===== src/rtl/upd_pkg.sv =====
package upd_pkg;

    localparam int QUEUE_DEPTH = 4;
    localparam int QUEUE_PTR_W = $clog2(QUEUE_DEPTH);
    localparam int QUEUE_CNT_W = $clog2(QUEUE_DEPTH + 1);

    localparam logic [7:0] CHAR_PERCENT = 8'h25;
    localparam logic [7:0] CHAR_PLUS    = 8'h2B;
    localparam logic [7:0] CHAR_EQUALS  = 8'h3D;
    localparam logic [7:0] CHAR_AMP     = 8'h26;
    localparam logic [7:0] CHAR_SPACE   = 8'h20;

    typedef enum logic [2:0] {
        KIND_NAME_BYTE  = 3'd0,
        KIND_VALUE_BYTE = 3'd1,
        KIND_NAME_END   = 3'd2,
        KIND_VALUE_END  = 3'd3,
        KIND_NAME_DROP  = 3'd4
    } kind_t;

    typedef enum logic [1:0] {
        ESC_IDLE = 2'd0,
        ESC_HIGH = 2'd1,
        ESC_LOW  = 2'd2,
        ESC_NONE = 2'd3
    } esc_t;

    // One queue entry holds the words caused by one input byte.
    typedef struct packed {
        logic       two;
        kind_t      kind0;
        logic [7:0] byte0;
        kind_t      kind1;
    } upd_entry_t;

    function automatic logic [3:0] hex_of(input logic [7:0] c);
        logic [3:0] v;
        v = 4'd0;
        if (c >= 8'h30 && c <= 8'h39) begin
            v = 4'(c - 8'h30);
        end
        else if (c >= 8'h41 && c <= 8'h46) begin
            v = 4'(c - 8'h41 + 8'd10);
        end
        else if (c >= 8'h61 && c <= 8'h66) begin
            v = 4'(c - 8'h61 + 8'd10);
        end
        return v;
    endfunction

endpackage


===== src/rtl/upd_front.sv =====
module upd_front
    import upd_pkg::*;
(
    input  logic       clk,
    input  logic       rst_n,
    input  logic       in_valid,
    output logic       in_stall,
    input  logic [7:0] raw_byte,
    input  logic       end_of_string,
    input  logic       q_full,
    output logic       q_push,
    output upd_entry_t q_entry
);

    logic       in_value_reg;
    logic       in_value_next;
    esc_t       esc_reg;
    esc_t       esc_next;
    logic [3:0] nib_reg;
    logic [3:0] nib_next;

    logic       accept;
    logic       dec_valid;
    logic [7:0] dec_byte;
    esc_t       dec_esc;
    logic [3:0] dec_nib;

    assign in_stall = q_full;
    assign accept   = in_valid && !q_full;

    always_comb
    begin
        dec_valid = 1'b0;
        dec_byte  = 8'd0;
        dec_esc   = ESC_IDLE;
        dec_nib   = nib_reg;
        case (esc_reg)
            ESC_HIGH:
            begin
                dec_nib = hex_of(raw_byte);
                dec_esc = ESC_LOW;
            end
            ESC_LOW:
            begin
                dec_valid = 1'b1;
                dec_byte  = {nib_reg, hex_of(raw_byte)};
                dec_nib   = 4'd0;
            end
            default:
            begin
                if (raw_byte == CHAR_PERCENT) begin
                    dec_esc = ESC_HIGH;
                end
                else begin
                    dec_valid = 1'b1;
                    dec_byte  = (raw_byte == CHAR_PLUS) ? CHAR_SPACE : raw_byte;
                end
            end
        endcase
    end

    always_comb
    begin
        in_value_next = in_value_reg;
        esc_next      = esc_reg;
        nib_next      = nib_reg;
        q_push        = 1'b0;
        q_entry.two   = 1'b0;
        q_entry.kind0 = KIND_NAME_BYTE;
        q_entry.byte0 = 8'd0;
        q_entry.kind1 = KIND_NAME_DROP;
        if (accept) begin
            if (!in_value_reg && raw_byte == CHAR_EQUALS) begin
                q_push        = 1'b1;
                q_entry.kind0 = KIND_NAME_END;
                q_entry.two   = end_of_string;
                q_entry.kind1 = KIND_VALUE_END;
                esc_next      = ESC_IDLE;
                nib_next      = 4'd0;
                in_value_next = 1'b1;
            end
            else if (in_value_reg && raw_byte == CHAR_AMP) begin
                q_push        = 1'b1;
                q_entry.kind0 = KIND_VALUE_END;
                esc_next      = ESC_IDLE;
                nib_next      = 4'd0;
                in_value_next = 1'b0;
            end
            else begin
                esc_next      = dec_esc;
                nib_next      = dec_nib;
                q_entry.kind1 = in_value_reg ? KIND_VALUE_END : KIND_NAME_DROP;
                if (dec_valid) begin
                    q_push        = 1'b1;
                    q_entry.kind0 = in_value_reg ? KIND_VALUE_BYTE : KIND_NAME_BYTE;
                    q_entry.byte0 = dec_byte;
                    q_entry.two   = end_of_string;
                end
                else if (end_of_string) begin
                    q_push        = 1'b1;
                    q_entry.kind0 = in_value_reg ? KIND_VALUE_END : KIND_NAME_DROP;
                end
            end
            if (end_of_string) begin
                in_value_next = 1'b0;
                esc_next      = ESC_IDLE;
                nib_next      = 4'd0;
            end
        end
    end

    always_ff @(posedge clk or negedge rst_n)
    begin
        if (!rst_n) begin
            in_value_reg <= 1'b0;
            esc_reg      <= ESC_IDLE;
            nib_reg      <= 4'd0;
        end
        else begin
            in_value_reg <= in_value_next;
            esc_reg      <= esc_next;
            nib_reg      <= nib_next;
        end
    end

`ifndef SYNTHESIS
    a_no_phase3: assert property (@(posedge clk) disable iff (!rst_n)
        esc_reg != ESC_NONE)
        else $error("escape phase reached the unused code");
    a_eos_resets: assert property (@(posedge clk) disable iff (!rst_n)
        accept && end_of_string |=> !in_value_reg && esc_reg == ESC_IDLE)
        else $error("state not cleared after end of string");
`endif

endmodule


===== src/rtl/upd_fifo.sv =====
module upd_fifo
    import upd_pkg::*;
(
    input  logic       clk,
    input  logic       rst_n,
    input  logic       push,
    input  upd_entry_t wr_entry,
    output logic       full,
    input  logic       pop,
    output upd_entry_t rd_entry,
    output logic       empty
);

    upd_entry_t             mem [QUEUE_DEPTH];
    logic [QUEUE_PTR_W-1:0] wr_ptr_reg;
    logic [QUEUE_PTR_W-1:0] rd_ptr_reg;
    logic [QUEUE_CNT_W-1:0] count_reg;
    logic [QUEUE_CNT_W-1:0] count_next;

    assign full     = (count_reg == QUEUE_CNT_W'(QUEUE_DEPTH));
    assign empty    = (count_reg == '0);
    assign rd_entry = mem[rd_ptr_reg];

    always_comb
    begin
        count_next = count_reg;
        if (push && !pop) begin
            count_next = count_reg + 1'b1;
        end
        else if (pop && !push) begin
            count_next = count_reg - 1'b1;
        end
    end

    always_ff @(posedge clk)
    begin
        if (push) begin
            mem[wr_ptr_reg] <= wr_entry;
        end
    end

    always_ff @(posedge clk or negedge rst_n)
    begin
        if (!rst_n) begin
            wr_ptr_reg <= '0;
            rd_ptr_reg <= '0;
            count_reg  <= '0;
        end
        else begin
            if (push) begin
                wr_ptr_reg <= wr_ptr_reg + 1'b1;
            end
            if (pop) begin
                rd_ptr_reg <= rd_ptr_reg + 1'b1;
            end
            count_reg <= count_next;
        end
    end

`ifndef SYNTHESIS
    a_no_overflow: assert property (@(posedge clk) disable iff (!rst_n)
        push |-> !full)
        else $error("queue written while full");
    a_no_underflow: assert property (@(posedge clk) disable iff (!rst_n)
        pop |-> !empty)
        else $error("queue read while empty");
`endif

endmodule


===== src/rtl/upd_back.sv =====
module upd_back
    import upd_pkg::*;
(
    input  logic       clk,
    input  logic       rst_n,
    input  logic       q_empty,
    input  upd_entry_t q_entry,
    output logic       q_pop,
    output logic       out_valid,
    input  logic       out_stall,
    output logic [2:0] kind,
    output logic [7:0] out_byte,
    output logic       last
);

    logic       valid_reg;
    logic       valid_next;
    logic       pend_reg;
    logic       pend_next;
    kind_t      pend_kind_reg;
    kind_t      kind_reg;
    logic [7:0] byte_reg;
    logic       last_reg;
    logic       advance;

    assign advance   = !valid_reg || !out_stall;
    assign q_pop     = advance && !pend_reg && !q_empty;
    assign out_valid = valid_reg;
    assign kind      = kind_reg;
    assign out_byte  = byte_reg;
    assign last      = last_reg;

    always_comb
    begin
        valid_next = valid_reg;
        pend_next  = pend_reg;
        if (advance) begin
            if (pend_reg) begin
                valid_next = 1'b1;
                pend_next  = 1'b0;
            end
            else begin
                valid_next = !q_empty;
                pend_next  = !q_empty && q_entry.two;
            end
        end
    end

    always_ff @(posedge clk or negedge rst_n)
    begin
        if (!rst_n) begin
            valid_reg <= 1'b0;
            pend_reg  <= 1'b0;
        end
        else begin
            valid_reg <= valid_next;
            pend_reg  <= pend_next;
        end
    end

    always_ff @(posedge clk)
    begin
        if (advance) begin
            if (pend_reg) begin
                kind_reg <= pend_kind_reg;
                byte_reg <= 8'd0;
                last_reg <= 1'b1;
            end
            else if (!q_empty) begin
                kind_reg      <= q_entry.kind0;
                byte_reg      <= q_entry.byte0;
                last_reg      <= !q_entry.two;
                pend_kind_reg <= q_entry.kind1;
            end
        end
    end

`ifndef SYNTHESIS
    a_pend_has_word: assert property (@(posedge clk) disable iff (!rst_n)
        pend_reg |-> valid_reg && !last_reg)
        else $error("second word pending without a first word in the output");
`endif

endmodule


===== src/rtl/urlencoded_pair_decoder.sv =====
// Decodes a name=value&name=value byte stream, one raw byte per cycle at the input
// while the queue is not full. Each byte yields zero, one or two output words
// (decoded name or value bytes and end-of-name, end-of-value and name-dropped
// markers); last marks the final word of a byte. The front classifies a byte in its
// accept cycle and writes its words as one entry into a four-entry queue; the back
// sends them through a single output register, one word per cycle while out_stall
// is low. Throughput is one byte per cycle while nothing stalls and bytes give at
// most one word each; a byte that gives two words holds the output register while
// its second word waits, and the queue absorbs short runs of such bytes.
module urlencoded_pair_decoder
    import upd_pkg::*;
(
    input  logic       clk,
    input  logic       rst_n,
    input  logic       in_valid,
    output logic       in_stall,
    input  logic [7:0] raw_byte,
    input  logic       end_of_string,
    output logic       out_valid,
    input  logic       out_stall,
    output logic [2:0] kind,
    output logic [7:0] out_byte,
    output logic       last
);

    logic       q_full;
    logic       q_empty;
    logic       q_push;
    logic       q_pop;
    upd_entry_t q_wr_entry;
    upd_entry_t q_rd_entry;

    upd_front u_front (
        .clk           (clk),
        .rst_n         (rst_n),
        .in_valid      (in_valid),
        .in_stall      (in_stall),
        .raw_byte      (raw_byte),
        .end_of_string (end_of_string),
        .q_full        (q_full),
        .q_push        (q_push),
        .q_entry       (q_wr_entry)
    );

    upd_fifo u_fifo (
        .clk      (clk),
        .rst_n    (rst_n),
        .push     (q_push),
        .wr_entry (q_wr_entry),
        .full     (q_full),
        .pop      (q_pop),
        .rd_entry (q_rd_entry),
        .empty    (q_empty)
    );

    upd_back u_back (
        .clk       (clk),
        .rst_n     (rst_n),
        .q_empty   (q_empty),
        .q_entry   (q_rd_entry),
        .q_pop     (q_pop),
        .out_valid (out_valid),
        .out_stall (out_stall),
        .kind      (kind),
        .out_byte  (out_byte),
        .last      (last)
    );

endmodule


===== config.mk =====
export PLATFORM = sky130hd
export DESIGN_NAME = urlencoded_pair_decoder
export DESIGN_NICKNAME = d
export VERILOG_FILES = /design/src/rtl/upd_pkg.sv /design/src/rtl/upd_front.sv /design/src/rtl/upd_fifo.sv /design/src/rtl/upd_back.sv /design/src/rtl/urlencoded_pair_decoder.sv
export SDC_FILE = /design/constraint.sdc
export NUM_CORES = 1
export LEC_CHECK = 0
export BUFFER_PORTS_ARGS = -buffer_cell sky130_fd_sc_hd__buf_2
export CAP_MARGIN = 10
export CORE_ASPECT_RATIO = 1.2
export CORE_UTILIZATION = 45
export DETAILED_ROUTE_END_ITERATION = 6
export GPL_ROUTABILITY_DRIVEN = 1
export PLACE_DENSITY_LB_ADDON = 0.08
export SETUP_SLACK_MARGIN = 0.3
export SYNTH_ARGS = -nofsm -noshare
export SYNTH_HDL_FRONTEND = slang
export SYNTH_HIERARCHICAL = 1
export SYNTH_SLANG_ARGS = --single-unit

===== constraint.sdc =====
create_clock -name clk -period 3.4 [get_ports clk]
set_input_delay 0.68 -clock clk [delete_from_list [all_inputs] [get_ports clk]]
set_output_delay 0.68 -clock clk [all_outputs]
set_load 0.01 [all_outputs]

==> flow_summary.json, run 1 <==
{
  "first_global_vias": 2363,
  "synth_nets": 299,
  "rsz0062_at_grt": "false",
  "tritoncts": "yes",
  "ctsLongestPathBuffers": 2,
  "worstPathArrival_ps": 3080,
  "p_total_w": 0.003265,
  "p_per_area_nw_per_um2": 702.2,
  "io_buffers": 26,
  "synth_top_family_by_area": "simple AND/OR/NAND/NOR gates",
  "synth_area_leader_cell": "edfxtp_1",
  "max_freq_ghz": 0.3572,
  "critPathMaxFanout": 7,
  "antenna_found_initial": 0,
  "synthesis.area_um2": 4248,
  "clock-sinks": 91,
  "tightest_slew_ps": 1095,
  "dr_wl_met2_um": 3644,
  "die_h_um": 108.4,
  "grt_max_degree": 18,
  "reg2reg_slack_ps": 600,
  "timing.rr.start": "u_front/esc_reg[0]",
  "final_cell_mix": "edfxtp_1 (75), buf_2 (26), dfrtp_1 (16), buf_4 (13)",
  "crit_required_ps": 3680,
  "synthTopCellsByArea": "edfxtp_1 (53%), dfrtp_1 (9.4%), mux4_1 (4.3%), mux4_2 (4.2%), ha_1 (3.5%)",
  "p_sw_share_pct": 29.17,
  "place_congestion": 0.8101,
  "avgSynthCellArea_um2": 15.56,
  "drv_slew": 0,
  "synthAdderAreaFrac_pct": 4.006,
  "setup_ws_ps": 600.8,
  "reg2reg_depth": 12,
  "fin_crit_ps": 2799,
  "fin_tns_setup_ps": 0,
  "cts.htree.levels": 3,
  "pwr-share-seq_pct": 53.5,
  "vias": 2348,
  "ys_seq_area_share_pct": 62.44,
  "critPathKind": "register to register",
  "crit_path_max_incr_delay_ps": 420,
  "slew_headroom_pct": 27.00,
  "routed_wl_um": 7327,
  "gr-total-overflow": 0,
  "cts_setup_buffers": 0,
  "largest_register_ffs": 60,
  "grt_usage_pct": 16.74,
  "numCtsBuffers": 9,
  "diodes": 0,
  "hp-class": "input port to asynchronous set/reset pin",
  "clk_latency_ps": 350,
  "clockRootBuffer": "clkbuf_8",
  "synth-xor-area-share_pct": 1.237,
  "critical_path.cell_chain": "inv_1, ha_1, and3_1, a31oi_1, nor3_1, nor2_1, ha_1, inv_1, fa_1, xor2_1, nor2_1, xor2_1",
  "synthToLayoutAreaGrowth_pct": 9.455,
  "combPwrFrac_pct": 28.1,
  "first_iter_violations": 80,
  "met1_length_um": 3327,
  "ant_nets": 0,
  "synth_compound_area_share_pct": 6.568,
  "drive_gt1_share_pct": 23.79,
  "finalHoldViolCount": 0,
  "wl_per_cell_um": 17.00,
  "cts.reportedPaths.clkPinSlew_ps": 80,
  "drc": 0,
  "start_util_pct": 46.78,
  "rr_endpoint": "u_fifo/count_reg[2]",
  "async_reset_ff_share_pct": 17.58,
  "yosys.area_share.simple_pct": 11.16,
  "muxShareOfSynthArea_pct": 10.57,
  "nNetsFinal": 332,
  "hpwlAfterDp_um": 5089,
  "synth_edf_count": 75,
  "clock_skew_ps": 7.177,
  "highest_layer": "met4",
  "via_per_inst": 5.448,
  "die-width_um": 90.69,
  "start_kind": "register",
  "firstDrtPassIters": 4,
  "synth-seq-cells": 91,
  "synth_ff_type": "edfxtp_1",
  "status": "complete, no violations",
  "pre_cts_ws_ps": 418.2,
  "layout_commonest_cell": "edfxtp_1",
  "core_um2": 9081,
  "yosysWarnings": 6,
  "p_int_w": 0.002312,
  "maxCapViolations": 0,
  "power.leakage_nw": 1.714,
  "yosysTopAreaCellShare_pct": 53.02,
  "post_cts_resized": 0,
  "fillers": 795,
  "switching_power_w": 0.0009523,
  "slowest_stage": "ha_1",
  "setup_viol": 0,
  "worstSetupEndpointType": "register",
  "row_count": 38,
  "grt_first_pass_wirelength_um": 12280,
  "io_pins": 27,
  "yosysUniqueCellTypes": 56,
  "dieArea_um2": 9834,
  "postCtsHoldBufs": 0,
  "ir_drop_v": 0.0002852,
  "wl_met3_um": 196,
  "fin_crit_sh_pct": 82.33,
  "syn-instance-count": 273,
  "clkPwrFrac_pct": 18.4
}
==> layer usage <==
metal | GRT usage (%) | up-vias
met3 | 3.235 | 11
met4 | 7.834 | 0
met5 | 0 | -
met1 | 21.19 | 1166
met2 | 27.92 | 47
li1 | - | 1124
==> per-stage QoR <==
step	area [µm²]	utilization [%]	std cells	hold WS, ps
after global routing	4649	51.20	431	253.0
after global placement	4497	49.52	415	473.5
after floorplan	4248	-	273	384.4
after CTS	4649	51.20	431	248.6
final	4649	51.20	431	243.7
after detailed placement	4497	49.52	415	475.2
==> cell usage after synthesis, types with 2 or more instances <==
library cell  instances
a211oi_1              4
a211oi_2              2
a21oi_1               5
a31oi_1               2
and2_1                5
and2b_2               4
and3_1                4
buf_2                 3
buf_4                 2
buf_6                 5
clkbuf_1              6
dfrtp_1              16
edfxtp_1             75
ha_1                 12
inv_1                11
mux2_2                4
mux2i_1               4
mux4_1                7
mux4_2                8
nand2_1               9
nand2b_1              2
nand3_1               5
nand4_1               2
nand4b_1              3
nor2_1                8
nor2b_1               5
nor3_1               12
nor3b_1               4
o211ai_1              2
o21ai_0               3
o21ai_1               5
o21bai_1              2
o2bb2ai_1             4
or3b_1                2
xnor2_1               2
xor2_1                4
==> worst max-delay path: cells and delay by family, from the launching register on <==
kind            cells  cell delay (ps)
compound gates      1              320
xor+xnor            2              300
fa+ha+maj           3              990
buf+inv             2              130
flops               1              380
simple gates        4              610
==> worst max path at each step <==
stage / slack, ps / to / startpoint
floorplan: 560 / u_fifo/count_reg[2] / raw_byte[1]
global placement: 500 / u_fifo/count_reg[2] / raw_byte[1]
detailed placement: 420 / u_fifo/count_reg[2] / raw_byte[1]
CTS: 590 / u_fifo/count_reg[2] / u_front/esc_reg[0]
global route: 320 / u_fifo/count_reg[2] / u_front/esc_reg[0]
finish: 600 / u_fifo/count_reg[2] / u_front/esc_reg[0]
==> cell type report <==
class	instances	area (µm²)	share of cell area, %
Clock inverter	4	17.52	0.3767
Clock buffer	12	135.1	2.906
Timing Repair Buffer	39	227.7	4.898
Multi-Input combinational cell	154	1425	30.65
Tap cell	120	150.1	3.229
Sequential cell	91	2653	57.05
Inverter	11	41.29	0.8881
==> cell families (layout without fill, tap and decap cells) <==
logic type,after synthesis,count (layout)
adder cells (fa/ha/maj),13,13
buffers and inverters,28,66
XOR/XNOR,6,6
AO/OA/AOI/OAI,38,38
AND/OR/NAND/NOR,74,74
flip-flops,91,91
multiplexers,23,23
==> power groups by stage <==
stage	sequential, W	clock, W	combinational [W]
CTS	0.00176	0.000628	0.000940
floorplan	0.00172	0	0.000748
detailed placement	0.00178	0	0.000938
finish	0.00175	0.000601	0.000917
global placement	0.00177	0	0.000920
global route	0.00179	0.000673	0.00101
Power figures use the tool's default switching activity.
==> run 2, diff against run 1 <==
clock period = 2.6 ns   (was 3.4 ns; I/O delays follow)
==> run 2 against run 1 <==
Core utilization up 2.9 points. Via count up 2.1%. Global-route usage down 0.59 points. Count of clock-buffer cells in the layout unchanged. Die area unchanged. Sequential power up 27%. First-iteration DRC count up 26%. Setup slack worse by 240 ps.
==> flow_summary.json, run 2 (synthesis gave the netlist of run 1 again) <==
{
  "p_total_w": 0.004388,
  "row_count": 38,
  "tightest_slew_ps": 1107,
  "place_inst": 430,
  "rsz0062_at_grt": "true",
  "drv_slew": 0,
  "clockRootBuffer": "clkbuf_8",
  "critPathMaxFanout": 4,
  "hp-class": "input port to asynchronous set/reset pin",
  "reg2reg_depth": 9,
  "maxCapViolations": 0,
  "start_kind": "register",
  "critical_path.cell_chain": "ha_4, and3_4, a31oi_4, nor3_2, nor2_2, ha_2, inv_2, fa_2, mux2_2",
  "firstDrtPassIters": 5,
  "synthToLayoutAreaGrowth_pct": 15.55,
  "clk_latency_ps": 350,
  "gr-total-overflow": 0,
  "slew_headroom_pct": 26.21,
  "nNetsFinal": 350,
  "critPathKind": "register to register",
  "drive_gt1_share_pct": 33.74,
  "start_util_pct": 46.78,
  "final_cell_mix": "edfxtp_1 (75), buf_4 (28), buf_2 (25), dfrtp_1 (15), nor3_1 (11)",
  "globalRouteMet1Util_pct": 20.42,
  "first_global_vias": 2356,
  "vias": 2398,
  "wl_per_cell_um": 16.15,
  "fin_crit_sh_pct": 86.09,
  "largest_register_ffs": 60,
  "grtUsageMet2_pct": 27.06,
  "via_per_inst": 5.341,
  "crit_required_ps": 2840,
  "setup_ws_ps": 361.7,
  "switching_power_w": 0.001263,
  "die_h_um": 108.4,
  "worstSetupEndpointType": "register",
  "p_per_area_nw_per_um2": 894.0,
  "clock_skew_ps": 10.74,
  "status": "complete, no violations",
  "layout_commonest_cell": "edfxtp_1",
  "power.leakage_nw": 1.826,
  "hpwlAfterDp_um": 5147,
  "p_int_w": 0.003125,
  "pre_cts_ws_ps": -26.66,
  "ctsLongestPathBuffers": 2,
  "clock-sinks": 91,
  "drc": 0,
  "crit_buf_inv": 1,
  "place_congestion": 0.7457,
  "grt_first_pass_wirelength_um": 12010,
  "utilization_pct": 54.05,
  "crit_path_max_incr_delay_ps": 410,
  "pwr-share-seq_pct": 50.9,
  "dieArea_um2": 9834,
  "antenna_found_initial": 0,
  "final_cell_count_no_fill": 449,
  "worstPathArrival_ps": 2480,
  "io_pins": 27,
  "numCtsBuffers": 9,
  "grt_max_degree": 17,
  "ant_nets": 0,
  "clkPwrFrac_pct": 18.0,
  "first_iter_violations": 101,
  "grt_usage_pct": 16.15,
  "core_um2": 9081,
  "use_met3_pct": 3.797,
  "diodes": 0,
  "place_area_um2": 4715,
  "slowest_stage": "dfrtp_1",
  "cts.reportedPaths.clkPinSlew_ps": 80,
  "p_sw_share_pct": 28.79,
  "combPwrFrac_pct": 31.1,
  "max_freq_ghz": 0.4468,
  "cp_top_family": "adder cells",
  "tritoncts": "yes",
  "top_usage_layer": "met2",
  "die-width_um": 90.69,
  "io_buffers": 26,
  "cp_num_cells": 9,
  "fin_crit_ps": 2238,
  "routed_wl_um": 7253,
  "setup_viol": 0,
  "finalHoldViolCount": 0,
  "cts.htree.levels": 3,
  "ir_drop_v": 0.0003151,
  "fin_area_um2": 4908
}
[run 2: cell types whose count changed in the layout (fill, tap and decap cells not counted), moves of 3 or more]
cell / previous run / this run
buf_4: 13 / 28
and2_1: 5 / 1
and2_2: 0 / 4
buf_12: 0 / 4
ha_1: 12 / 9
inv_1: 11 / 8
inv_2: 0 / 3
[run 2: layout make-up]
cell class / count / area, µm²
Multi-Input combinational cell: 154 / 1493
Fill cell: 774 / 4173
Clock buffer: 12 / 135.1
Timing Repair Buffer: 57 / 415.4
Tap cell: 120 / 150.1
Inverter: 11 / 41.29
Sequential cell: 91 / 2654
Clock inverter: 4 / 20.02
[run 2: metal layers]
| layer | part of all wire (%) | vias up | wire, µm |
|---|---|---|---|
| li1 | - | 1165 | - |
| met2 | 50 | 50 | 3644 |
| met1 | 45 | 1171 | 3295 |
| met3 | 3.0 | 12 | 218 |
| met5 | 0 | - | 0 |
| met4 | 1.3 | 0 | 94 |
[run 2: repair_timing]
action,4_1_cts,5_1_grt
hold buffers,0,0
resized for setup,2,3
endpoints found under the setup margin,2,2
cloned,0,0
buffers inserted,1,2
pin swaps,1,4
[run 2: power groups by stage]
stage	clock network, W	registers [W]	logic (W)
3_3_place_gp	0	0.00226	0.00138
5_1_grt	0.000877	0.00228	0.00151
3_5_place_dp	0	0.00228	0.00139
6_report	0.000792	0.00223	0.00136
4_1_cts	0.000823	0.00224	0.00139
2_1_floorplan	0	0.00224	0.000994
[run 2: final timing paths]
check	end	startpoint	slack, ps
worst min-delay path	u_fifo/count_reg[2]	rst_n	90
min in group clk	u_back/out_valid	out_stall	420
worst min register to register	u_fifo/count_reg[2]	u_fifo/count_reg[2]	490
worst max register to register	u_fifo/count_reg[1]	u_front/esc_reg[1]	360
worst max-delay path	u_fifo/count_reg[1]	u_front/esc_reg[1]	360
max in group asynchronous	u_front/in_value_reg	rst_n	2190
[run 2: stage by stage]
step / hold slack (ps) / TNS [ps]
floorplan: 224.4 / 0
detailed placement: 472.6 / -26.66
CTS: 81.05 / 0
global route: 98.87 / 0
global placement: 471.0 / 0
finish: 87.21 / 0
